<file path="src/design/uapq_pkg.sv">
// shared constants, codes and structs of the unsorted-array priority queue
package uapq_pkg;

   localparam int DEPTH  = 64;
   localparam int POS_W  = $clog2(DEPTH);
   localparam int CNT_W  = $clog2(DEPTH + 1);
   localparam int DATA_W = 32;

   typedef enum logic [1:0] {
      KIND_INSERT  = 2'd0,
      KIND_EXTRACT = 2'd1,
      KIND_FIND    = 2'd2,
      KIND_MODIFY  = 2'd3
   } uapq_kind_type;

   typedef enum logic [1:0] {
      STATUS_OK        = 2'd0,
      STATUS_EMPTY     = 2'd1,
      STATUS_NOT_FOUND = 2'd2,
      STATUS_FULL      = 2'd3
   } uapq_status_type;

   typedef enum logic [1:0] {
      ST_IDLE,
      ST_SCAN,
      ST_RESULT
   } uapq_state_type;

   // search token handed from cell to cell
   typedef struct packed {
      logic                     active;
      logic                     hit;
      logic [POS_W-1:0]         pos;
      logic signed [DATA_W-1:0] value;
      logic signed [DATA_W-1:0] prio;
   } uapq_tok_type;

   // command broadcast from the controller to every cell
   typedef struct packed {
      logic                     insert;
      logic                     shift;
      logic                     modify;
      logic [CNT_W-1:0]         count;
      logic [POS_W-1:0]         pos;
      logic signed [DATA_W-1:0] key;
      logic signed [DATA_W-1:0] prio;
   } uapq_cmd_type;

endpackage

</file>
<file path="src/design/uapq_cell.sv">
// one storage cell of the queue: holds a pair, passes the search token on
module uapq_cell import uapq_pkg::*; (
   input  logic                     clock,
   input  logic                     reset,
   input  logic [POS_W-1:0]         cell_index,
   input  uapq_cmd_type             cmd,
   input  uapq_tok_type             tok_left,
   output uapq_tok_type             tok_right,
   input  logic signed [DATA_W-1:0] next_value,
   input  logic signed [DATA_W-1:0] next_priority,
   output logic signed [DATA_W-1:0] cell_value,
   output logic signed [DATA_W-1:0] cell_priority
);

   logic signed [DATA_W-1:0] value_ff, value_in;
   logic signed [DATA_W-1:0] priority_ff, priority_in;
   uapq_tok_type             tok_ff, tok_in;
   logic                     live;
   logic                     prio_write;

   assign live = {1'b0, cell_index} < cmd.count;

   always_comb begin
      tok_in     = tok_left;
      prio_write = 1'b0;
      if (tok_left.active && live) begin
         if (cmd.modify) begin
            // first matching value from the oldest end takes the new priority
            if (!tok_left.hit && (value_ff == cmd.key)) begin
               tok_in.hit = 1'b1;
               tok_in.pos = cell_index;
               prio_write = 1'b1;
            end
         end else if (!tok_left.hit || (priority_ff > tok_left.prio)) begin
            // strict compare keeps the oldest on ties
            tok_in.hit   = 1'b1;
            tok_in.pos   = cell_index;
            tok_in.value = value_ff;
            tok_in.prio  = priority_ff;
         end
      end
   end

   always_comb begin
      value_in    = value_ff;
      priority_in = priority_ff;
      if (cmd.insert && ({1'b0, cell_index} == cmd.count)) begin
         value_in    = cmd.key;
         priority_in = cmd.prio;
      end else if (cmd.shift && (cell_index >= cmd.pos)) begin
         value_in    = next_value;
         priority_in = next_priority;
      end
      if (prio_write) begin
         priority_in = cmd.prio;
      end
   end

   always_ff @(posedge clock) begin
      value_ff    <= value_in;
      priority_ff <= priority_in;
   end

   always_ff @(posedge clock) begin
      if (reset) begin
         tok_ff <= '0;
      end else begin
         tok_ff <= tok_in;
      end
   end

   assign tok_right     = tok_ff;
   assign cell_value    = value_ff;
   assign cell_priority = priority_ff;

endmodule

</file>
<file path="config.mk">
export PLATFORM = sky130hd
export DESIGN_NAME = uapq_cell
export DESIGN_NICKNAME = d
export VERILOG_FILES = /design/src/design/uapq_pkg.sv /design/src/design/uapq_cell.sv
export SDC_FILE = /design/constraint.sdc
export NUM_CORES = 1
export LEC_CHECK = 0
export ABC_AREA = 1
export CAP_MARGIN = 40
export CELL_PAD_IN_SITES_DETAIL_PLACEMENT = 0
export CELL_PAD_IN_SITES_GLOBAL_PLACEMENT = 2
export CORE_ASPECT_RATIO = 0.8
export CORE_MARGIN = 4
export CORE_UTILIZATION = 37
export DETAILED_ROUTE_END_ITERATION = 10
export DONT_BUFFER_PORTS = 1
export GPL_TIMING_DRIVEN = 0
export PLACE_DENSITY_LB_ADDON = 0.05
export SLEW_MARGIN = 25
export SYNTH_ARGS = -nofsm -noshare
export SYNTH_HDL_FRONTEND = slang
export SYNTH_SLANG_ARGS = --single-unit
</file>
<file path="constraint.sdc">
create_clock -name clock -period 8.75 [get_ports clock]
set_input_delay 1.75 -clock clock [delete_from_list [all_inputs] [get_ports clock]]
set_output_delay 1.75 -clock clock [all_outputs]
set_load 0.01 [all_outputs]
</file>
==> key figures, run 1 <==
Clocking
  – Root Driver: clkbuf_16
  – Post-CTS Hold Buffers: 0
  – Worst-skew pair later-pin latency: 440 ps
  – Max Buffers Root-to-Sink: 2
  – Post-CTS Resized: 0
  – CTS tree: built
  – Clock transition at path regs: 70 ps
  – Num CTS Buffers: 17
  – Setup bufs post-CTS: 0
  – # clock sinks: 136
  – H-Tree Depth: 4

Floorplan
  – Initial core utilization: 38.2%
  – Die height: 134 um
  – Num rows: 45
  – IO Pins: 360
  – Die W: 166 um
  – Placeable Area: 0.0193 mm2
  – Die ar.: 0.0222 mm2

GRT
  – Pin count of the biggest net entering global routing: 33
  – First-pass GRT wire length: 37200 um
  – GRT Total Usage: 21.8%
  – Antenna violations before repair: 0
  – Vias in the first global route: 6128
  – Total gr overflow: 0

Layout
  – Final nets: 1209
  – Layout cells sized above 1: 7.44%
  – Synth-to-layout area growth: 13.4%
  – Diodes inserted: 0

Yosys
  – Cells after Synth: 920
  – Synth Warn #: 0
  – Top FF cell, synth: dfxtp_1
  – Synth top cells by count: nand2_1 (263), inv_1 (90), a21oi_1 (82), nor2_1 (82), dfxtp_1 (72)
  – Sequential share of the synthesized area: 45.7%
  – Number of enable flip-flop cells after synthesis: 64
  – Syn avg cell area: 8.00 um2
  – Mapped Nets: 1188
  – Asr flop ratio synth: 0%
  – Synthesis-stage register bit count: 136
  – Post-synth cell types: 35
  – Top cell type's share of synthesized area: 26.1%
  – Synthesized area: 0.00736 mm2
  – Most frequent cell after synthesis: nand2_1
  – Area leader, netlist: edfxtp_1
  – Synth top area cells: edfxtp_1 (26%), dfxtp_1 (20%), nand2_1 (13%)

Power and ir drop
  – Pwr/cell area: 215 mW/mm2
  – Leakage: 0.00383 uW
  – Clock power share: 41.5%
  – Net Switching: 522 uW
  – VDD IR max: 80.8 uV
  – Sequential Power Share: 45.6%
  – Switch share: 29.1%
  – Pint: 1270 uW
  – Comb power frac: 13.0%

Setup path
  – Critical Path End Type: flop
  – Worst Path Required: 8940 ps
  – Crit path arrival time: 4330 ps
  – WS Path Type: in2reg
  – Worst-path fanout max: 17
  – Setup crit start kind: input port

STA
  – Final Hold Viols: 0
  – Post-route minimum period: 4140 ps
  – Setup ws final: 4610 ps
  – Setup tns final: 0 ps
  – Relative slew margins: 52.5%
  – Tcrit/Tclk final: 47.3%
  – Clk_skew: 25.9 ps
  – Tightest Pin Transition: 705 ps
  – Max Slew Vio Count: 0
  – RSZ-0062 raised after global routing: false
  – Fmax: 0.242 GHz
  – Setup Viol. Count Final: 0

Detailed routing
  – Iter 0 DRT Violations: 362
  – DRT Pass-1 Iters: 5
  – Vias: 6140
  – Average wire per standard cell: 20.6 um
  – Via density: 5.07
  – Routed Antenna Nets: 0
  – # DRC: 0
  – Final WL: 25000 um

Outcome
  – Status: finished clean

Job
  – Max Cap Viol: 0

Place
  – IO Port Bufs: 0
  – DP Worst Slack: 4010 ps
  – Gpl congestion: 0.818
  – HPWL after detailed placement: 20100 um

Min path
  – Type of the tightest min-delay check: reg2reg
[cells in the final DEF, fill, tap and decap left out, drive strengths merged]
cell,synthesis,routed
and3,1,1
o2111ai,2,2
dfxtp,72,72
nand2,268,268
a21boi,1,1
clkbuf,20,42
a22oi,1,1
xnor2,10,10
nor3,6,6
o21ai,82,82
inv,94,99
a21o,4,4
ha,44,44
buf,22,24
edfxtp,64,64
nor2,87,87
nand3,24,24
or2,6,6
clkinvlp,0,1
bufinv,0,1
o21a,5,5
nand4,12,12
o22ai,1,1
xor2,11,11
clkinv,1,4
a21oi,82,82
[metal layers]
layer  share of wire, %  global-route usage, %  up-vias
met5                  0                      0        -
met4                1.9                   7.60        0
met3                 11                   9.10       26
met2                 47                   35.5      265
met1                 40                   26.2     2804
li1                   -                      -     3045
[registers in the layout (all words and copies together) (netlist names)]
signal         count
cell_value        32
cell_priority     32
tok_right         72
[final cells by class]
class / count / area [um2]
clock buffer: 22 / 508
inverter: 95 / 357
fill: 2007 / 10900
buffer: 42 / 277
sequential: 136 / 3360
timing repair buffer: 2 / 47.5
tap: 258 / 323
multi-input combinational: 647 / 3370
clock inverter: 10 / 101
[kinds of logic (layout without fill, tap and decap cells)]
logic type	after synthesis	after routing	synth area share, %
adder cells (fa/ha/maj)	44	44	7.48
AND/OR/NAND/NOR	404	404	23.1
AO/OA/AOI/OAI	178	178	12.6
XOR/XNOR	21	21	2.50
flip-flops	136	136	45.7
buffers and inverters	137	171	8.61
[path summary, 6_finish.rpt]
path,start,endpoint,slack [ps],depth (start not counted)
setup / recovery,cell_index[0],cell_priority[3],4610,11
hold reg to reg,cell_priority[15],tok_right[15],630,2
setup reg to reg,cell_value[10],cell_priority[3],5590,13
hold / removal,cell_priority[15],tok_right[15],630,2
[power by group through the flow]
stage | Clock, uW | Sequential [uW] | Combinational, uW
floorplan | 0 | 802 | 176
global placement | 0 | 832 | 225
detailed placement | 0 | 832 | 231
CTS | 756 | 818 | 232
global route | 784 | 822 | 267
finish | 742 | 816 | 232
[critical path, stage by stage]
cell	delay, ps
inv_1	130
ha_1	260
inv_1	60
a21boi_0	70
o21a_1	170
o21a_1	170
o21a_1	170
o21a_1	160
o21ai_0	560
nand2_2	510
buf_16	320
[through the flow]
stage | std cells | total power [uW] | instance area, um2 | hold WS [ps] | util [%]
after floorplan | 920 | 979 | 7360 | 568 | -
after global placement | 1178 | 1060 | 7680 | 612 | 39.9
after detailed placement | 1179 | 1060 | 7710 | 616 | 40.1
after CTS | 1211 | 1810 | 8320 | 641 | 43.2
after global routing | 1212 | 1870 | 8340 | 677 | 43.3
final | 1212 | 1790 | 8340 | 627 | 43.3
Power figures use the tool's default switching activity.
==> run 2, diff against run 1 <==
CORE_UTILIZATION = 31   (was 37)
clock period = 3.3 ns   (was 8.75 ns; I/O delays follow)
==> key figures, run 2 (synthesis gave the netlist of run 1 again) <==
GRT
  – First-pass GRT wire length: 39500 um
  – Pin count of the biggest net entering global routing: 24
  – Most Crowded Layer GR: met2
  – Total gr overflow: 0
  – Vias in the first global route: 6403
  – Met3 Resource Use GR: 8.05%
  – GRT Total Usage: 19.5%
  – Antenna violations before repair: 0
  – Met2 Use GR: 31.1%
  – Met1 Track Usage GR: 24.2%

Min path
  – Hold Path Cell Cnt: 1
  – Type of the tightest min-delay check: in2reg
  – Hold EP: tok_right[70]
  – Hold path startpoint: reset

Place
  – Cell total after placement: 1234
  – Gpl congestion: 0.849
  – HPWL after detailed placement: 21200 um
  – Placement Cell Area: 0.00780 mm2
  – IO Port Bufs: 0

STA
  – Relative slew margins: 61.7%
  – Post-route minimum period: 2960 ps
  – Setup Viol. Count Final: 0
  – Tcrit/Tclk final: 89.7%
  – Clk_skew: 12.6 ps
  – Tightest Pin Transition: 575 ps
  – Fmax: 0.338 GHz
  – Final Hold Slack: 304 ps
  – RSZ-0062 raised after global routing: false
  – Final Hold Viols: 0
  – Max Slew Vio Count: 0

Layout
  – Number of flip-flops in the largest register: 72
  – Finished layout cell area: 0.00840 mm2
  – Synth-to-layout area growth: 14.1%
  – Most frequent cells in the layout: nand2_1 (261), inv_1 (90), nor2_1 (82), a21oi_1 (82), dfxtp_1 (72)
  – Reg area: 0.00336 mm2
  – Area of the multi-input gates: 0.00337 mm2
  – Final nets: 1211
  – Final non-filler cell total: 1269
  – Layout cells sized above 1: 7.74%
  – Number of fill cells: 2485
  – Leading cell type in the layout, fill and taps excluded: nand2_1

Floorplan
  – Die ar.: 0.0263 mm2
  – Die height: 146 um
  – Placeable Area: 0.0234 mm2
  – Die W: 180 um
  – Num rows: 50
  – IO Pins: 360
  – Initial core utilization: 31.4%

Detailed routing
  – Iter 0 DRT Violations: 268
  – # DRC: 0
  – DRT Pass-1 Iters: 4
  – Vias: 6238
  – Average wire per standard cell: 20.9 um
  – Routed Antenna Nets: 0
  – Via density: 4.92
  – Final WL: 26600 um

Clocking
  – Clock transition at path regs: 70 ps
  – # clock sinks: 136
  – Worst-skew pair later-pin latency: 430 ps
  – Num CTS Buffers: 17
  – Root Driver: clkbuf_16
  – CTS tree: built
  – H-Tree Depth: 4
  – Max Buffers Root-to-Sink: 2

Setup path
  – Worst-path fanout max: 23
  – FF-to-FF setup slack: 340 ps
  – Setup crit start kind: flop
  – Worst Path Required: 3420 ps
  – Crit path arrival time: 3080 ps
  – Worst-case reg-to-reg path depth: 13
  – Critical Path End Type: flop
  – WS Path Type: reg2reg
  – RR Endpoint: cell_priority[31]
  – Worst r2r src: cell_value[16]

Power and ir drop
  – Leakage: 0.00383 uW
  – Pwr/cell area: 560 mW/mm2
  – Pwr Total: 4710 uW
  – VDD IR max: 287 uV

Job
  – Max Cap Viol: 0

Outcome
  – Status: finished clean
run 2: metrics by stage:
stage                     util, %  setup TNS (ps)  setup slack, ps
after floorplan                 -               0              292
after global placement       33.1          -50410             -848
after detailed placement     33.3           -7050             -210
after CTS                    35.8               0             43.7
after global routing         35.9               0             73.9
final                        35.9               0              341
run 2: final cells by class:
class	instances	area share [%]
antenna	1	0.0298
sequential	136	40.1
clock inverter	14	1.73
timing repair buffer	4	0.745
multi-input combinational	647	40.1
inverter	95	4.25
tap	312	4.65
buffer	42	3.29
clock buffer	18	5.11
run 2: per-layer routing:
metal	up-vias	wire, um
met1	2889	11200
met3	35	2590
met2	265	12200
li1	3049	-
met5	-	0
met4	0	597
run 2: worst max-delay path, stage by stage, from the launching register on:
cell and delay [ps]:
edfxtp_1 500, xnor2_1 200, nand2_1 70, nor3_1 250, nand2_1 140, nor2_4 220
nand3_4 150, nor2_1 110, nand2_1 70, nand2_2 200, inv_2 150, buf_6 180
nand2_4 170, buf_12 210
run 2: power breakdown:
group	switching [uW]	leakage (uW)	internal, uW
Combinational	384	0.00235	238
Clock	804	0.000286	1120
Sequential	220	0.00120	1940
Total	1410	0.00383	3300
run 2: how the worst max path moves through the flow:
stage,end,start,slack [ps]
6_report,cell_priority[31],cell_value[16],340
3_3_place_gp,cell_priority[20],cell_index[0],-850
3_5_place_dp,cell_value[20],cell_index[0],-210
2_1_floorplan,cell_priority[0],cmd[74],290
4_1_cts,cell_priority[16],cell_value[16],40
5_1_grt,cell_priority[16],cell_value[16],70
run 2: what timing repair did:
action / 4_1_cts / 5_1_grt
resized for setup: 0 / 2
hold buffers: 0 / 0
setup endpoints to repair: 0 / 23
buffers inserted: 0 / 2
==> run 3, diff against run 2 <==
CTS_BUF_LIST = sky130_fd_sc_hd__clkbuf_16   (was default)
==> key figures, run 3 (synthesis gave the netlist of run 1 again) <==
Clocking
  – Num CTS Buffers: 17
  – Max Buffers Root-to-Sink: 2
  – H-Tree Depth: 4
  – Clock transition at path regs: 70 ps
  – # clock sinks: 136
  – CTS tree: built
  – Root Driver: clkbuf_16
  – Worst-skew pair later-pin latency: 430 ps

STA
  – Fmax: 0.338 GHz
  – Relative slew margins: 61.7%
  – Max Slew Vio Count: 0
  – Setup Viol. Count Final: 0
  – Tcrit/Tclk final: 89.7%
  – Final Hold Viols: 0
  – Setup tns final: 0 ps
  – RSZ-0062 raised after global routing: false
  – Clk_skew: 12.9 ps
  – Post-route minimum period: 2960 ps
  – Tightest Pin Transition: 575 ps

Setup path
  – Worst r2r src: cell_value[16]
  – Crit path to: cell_priority[31]
  – Crit path arrival time: 3080 ps
  – CP Launch Point: cell_value[16]
  – Worst-path fanout max: 23
  – Setup crit start kind: flop
  – Critical Path End Type: flop
  – WS Path Type: reg2reg
  – Worst Path Required: 3420 ps
  – RR Endpoint: cell_priority[31]
  – FF-to-FF setup slack: 340 ps
  – Worst-case reg-to-reg path depth: 13

Layout
  – Final nets: 1211
  – Leading cell type in the layout, fill and taps excluded: nand2_1
  – Layout cells sized above 1: 7.74%
  – Number of flip-flops in the largest register: 72
  – Final non-filler cell total: 1269
  – Most frequent cells in the layout: nand2_1 (261), inv_1 (91), nor2_1 (82), a21oi_1 (82), dfxtp_1 (72)
  – Synth-to-layout area growth: 14.1%

Place
  – Cell total after placement: 1234
  – Gpl congestion: 0.849
  – IO Port Bufs: 0
  – HPWL after detailed placement: 21200 um

Job
  – Max Cap Viol: 0

Power and ir drop
  – Leakage: 0.00384 uW
  – Pwr Total: 4700 uW
  – VDD IR max: 286 uV
  – Pwr/cell area: 560 mW/mm2

GRT
  – First-pass GRT wire length: 39500 um
  – Antenna violations before repair: 0
  – GRT Total Usage: 19.5%
  – Pin count of the biggest net entering global routing: 24
  – Vias in the first global route: 6403
  – Total gr overflow: 0

Detailed routing
  – Metal2 WL: 12200 um
  – Vias: 6238
  – Max layer used: met4
  – Routed metal-1 wirelength: 11200 um
  – # DRC: 0
  – DRT Pass-1 Iters: 4
  – Final WL: 26600 um
  – Met3 WL: 2590 um
  – Routed Antenna Nets: 0
  – Via density: 4.92
  – Average wire per standard cell: 20.9 um
  – Iter 0 DRT Violations: 268

Outcome
  – Status: finished clean

Floorplan
  – Num rows: 50
  – Die W: 180 um
  – Die ar.: 0.0263 mm2
  – Initial core utilization: 31.4%
  – Die height: 146 um
  – Placeable Area: 0.0234 mm2
  – IO Pins: 360

Min path
  – Hold Path Cell Cnt: 1
  – Type of the tightest min-delay check: in2reg
[run 3: cell count changes in the layout (fill, tap and decap cells not counted), sizes merged]
cell,before,now
inv,101,102
clkbuf,38,37
[run 3: layout make-up]
cell class	instances	area, um2
Buffer	42	277
Multi-Input combinational cell	647	3370
Timing Repair Buffer	4	62.6
Fill cell	2485	15000
Inverter	95	357
Antenna cell	1	2.50
Clock inverter	15	149
Tap cell	312	390
Clock buffer	17	425
Sequential cell	136	3360
[run 3: how the worst min path moves through the flow]
stage / start / endpoint / slack (ps)
after floorplan: cell_priority[0] / tok_right[0] / 570
after global placement: cell_priority[13] / tok_right[13] / 630
after detailed placement: cell_priority[13] / tok_right[13] / 620
after CTS: reset / tok_right[71] / 280
after global routing: reset / tok_right[71] / 280
final: reset / tok_right[70] / 300
[run 3: power breakdown]
part / internal [uW] / switching [uW]
sequential: 1940 / 220
combinational: 238 / 384
clock: 1120 / 804
[run 3: timing repair]
| item | in CTS | in global routing |
|---|---|---|
| gates resized for setup | 0 | 2 |
| setup buffers | 0 | 2 |
| setup endpoints to repair | 0 | 23 |
| hold buffers | 0 | 0 |
[run 3: worst max-delay path: stages, from the launching register on]
cell,delay [ps]
edfxtp_1,500
xnor2_1,200
nand2_1,70
nor3_1,250
nand2_1,140
nor2_4,220
nand3_4,150
nor2_1,110
nand2_1,70
nand2_2,200
inv_2,150
buf_6,180
nand2_4,170
buf_12,210
[run 3: through the flow]
stage / cell area [um2] / hold slack (ps) / worst slack (ps) / utilization, %
floorplan: 7360 / 568 / 292 / -
global placement: 7750 / 630 / -848 / 33.1
detailed placement: 7800 / 624 / -210 / 33.3
CTS: 8370 / 281 / 43.7 / 35.8
global route: 8390 / 284 / 73.9 / 35.9
finish: 8400 / 304 / 341 / 35.9
[run 3: per-layer routing]
metal  GRT usage (%)  up-vias
met4            6.50        0
met2            31.1      265
li1                -     3049
met1            24.2     2889
met3            8.05       35
met5               0        -
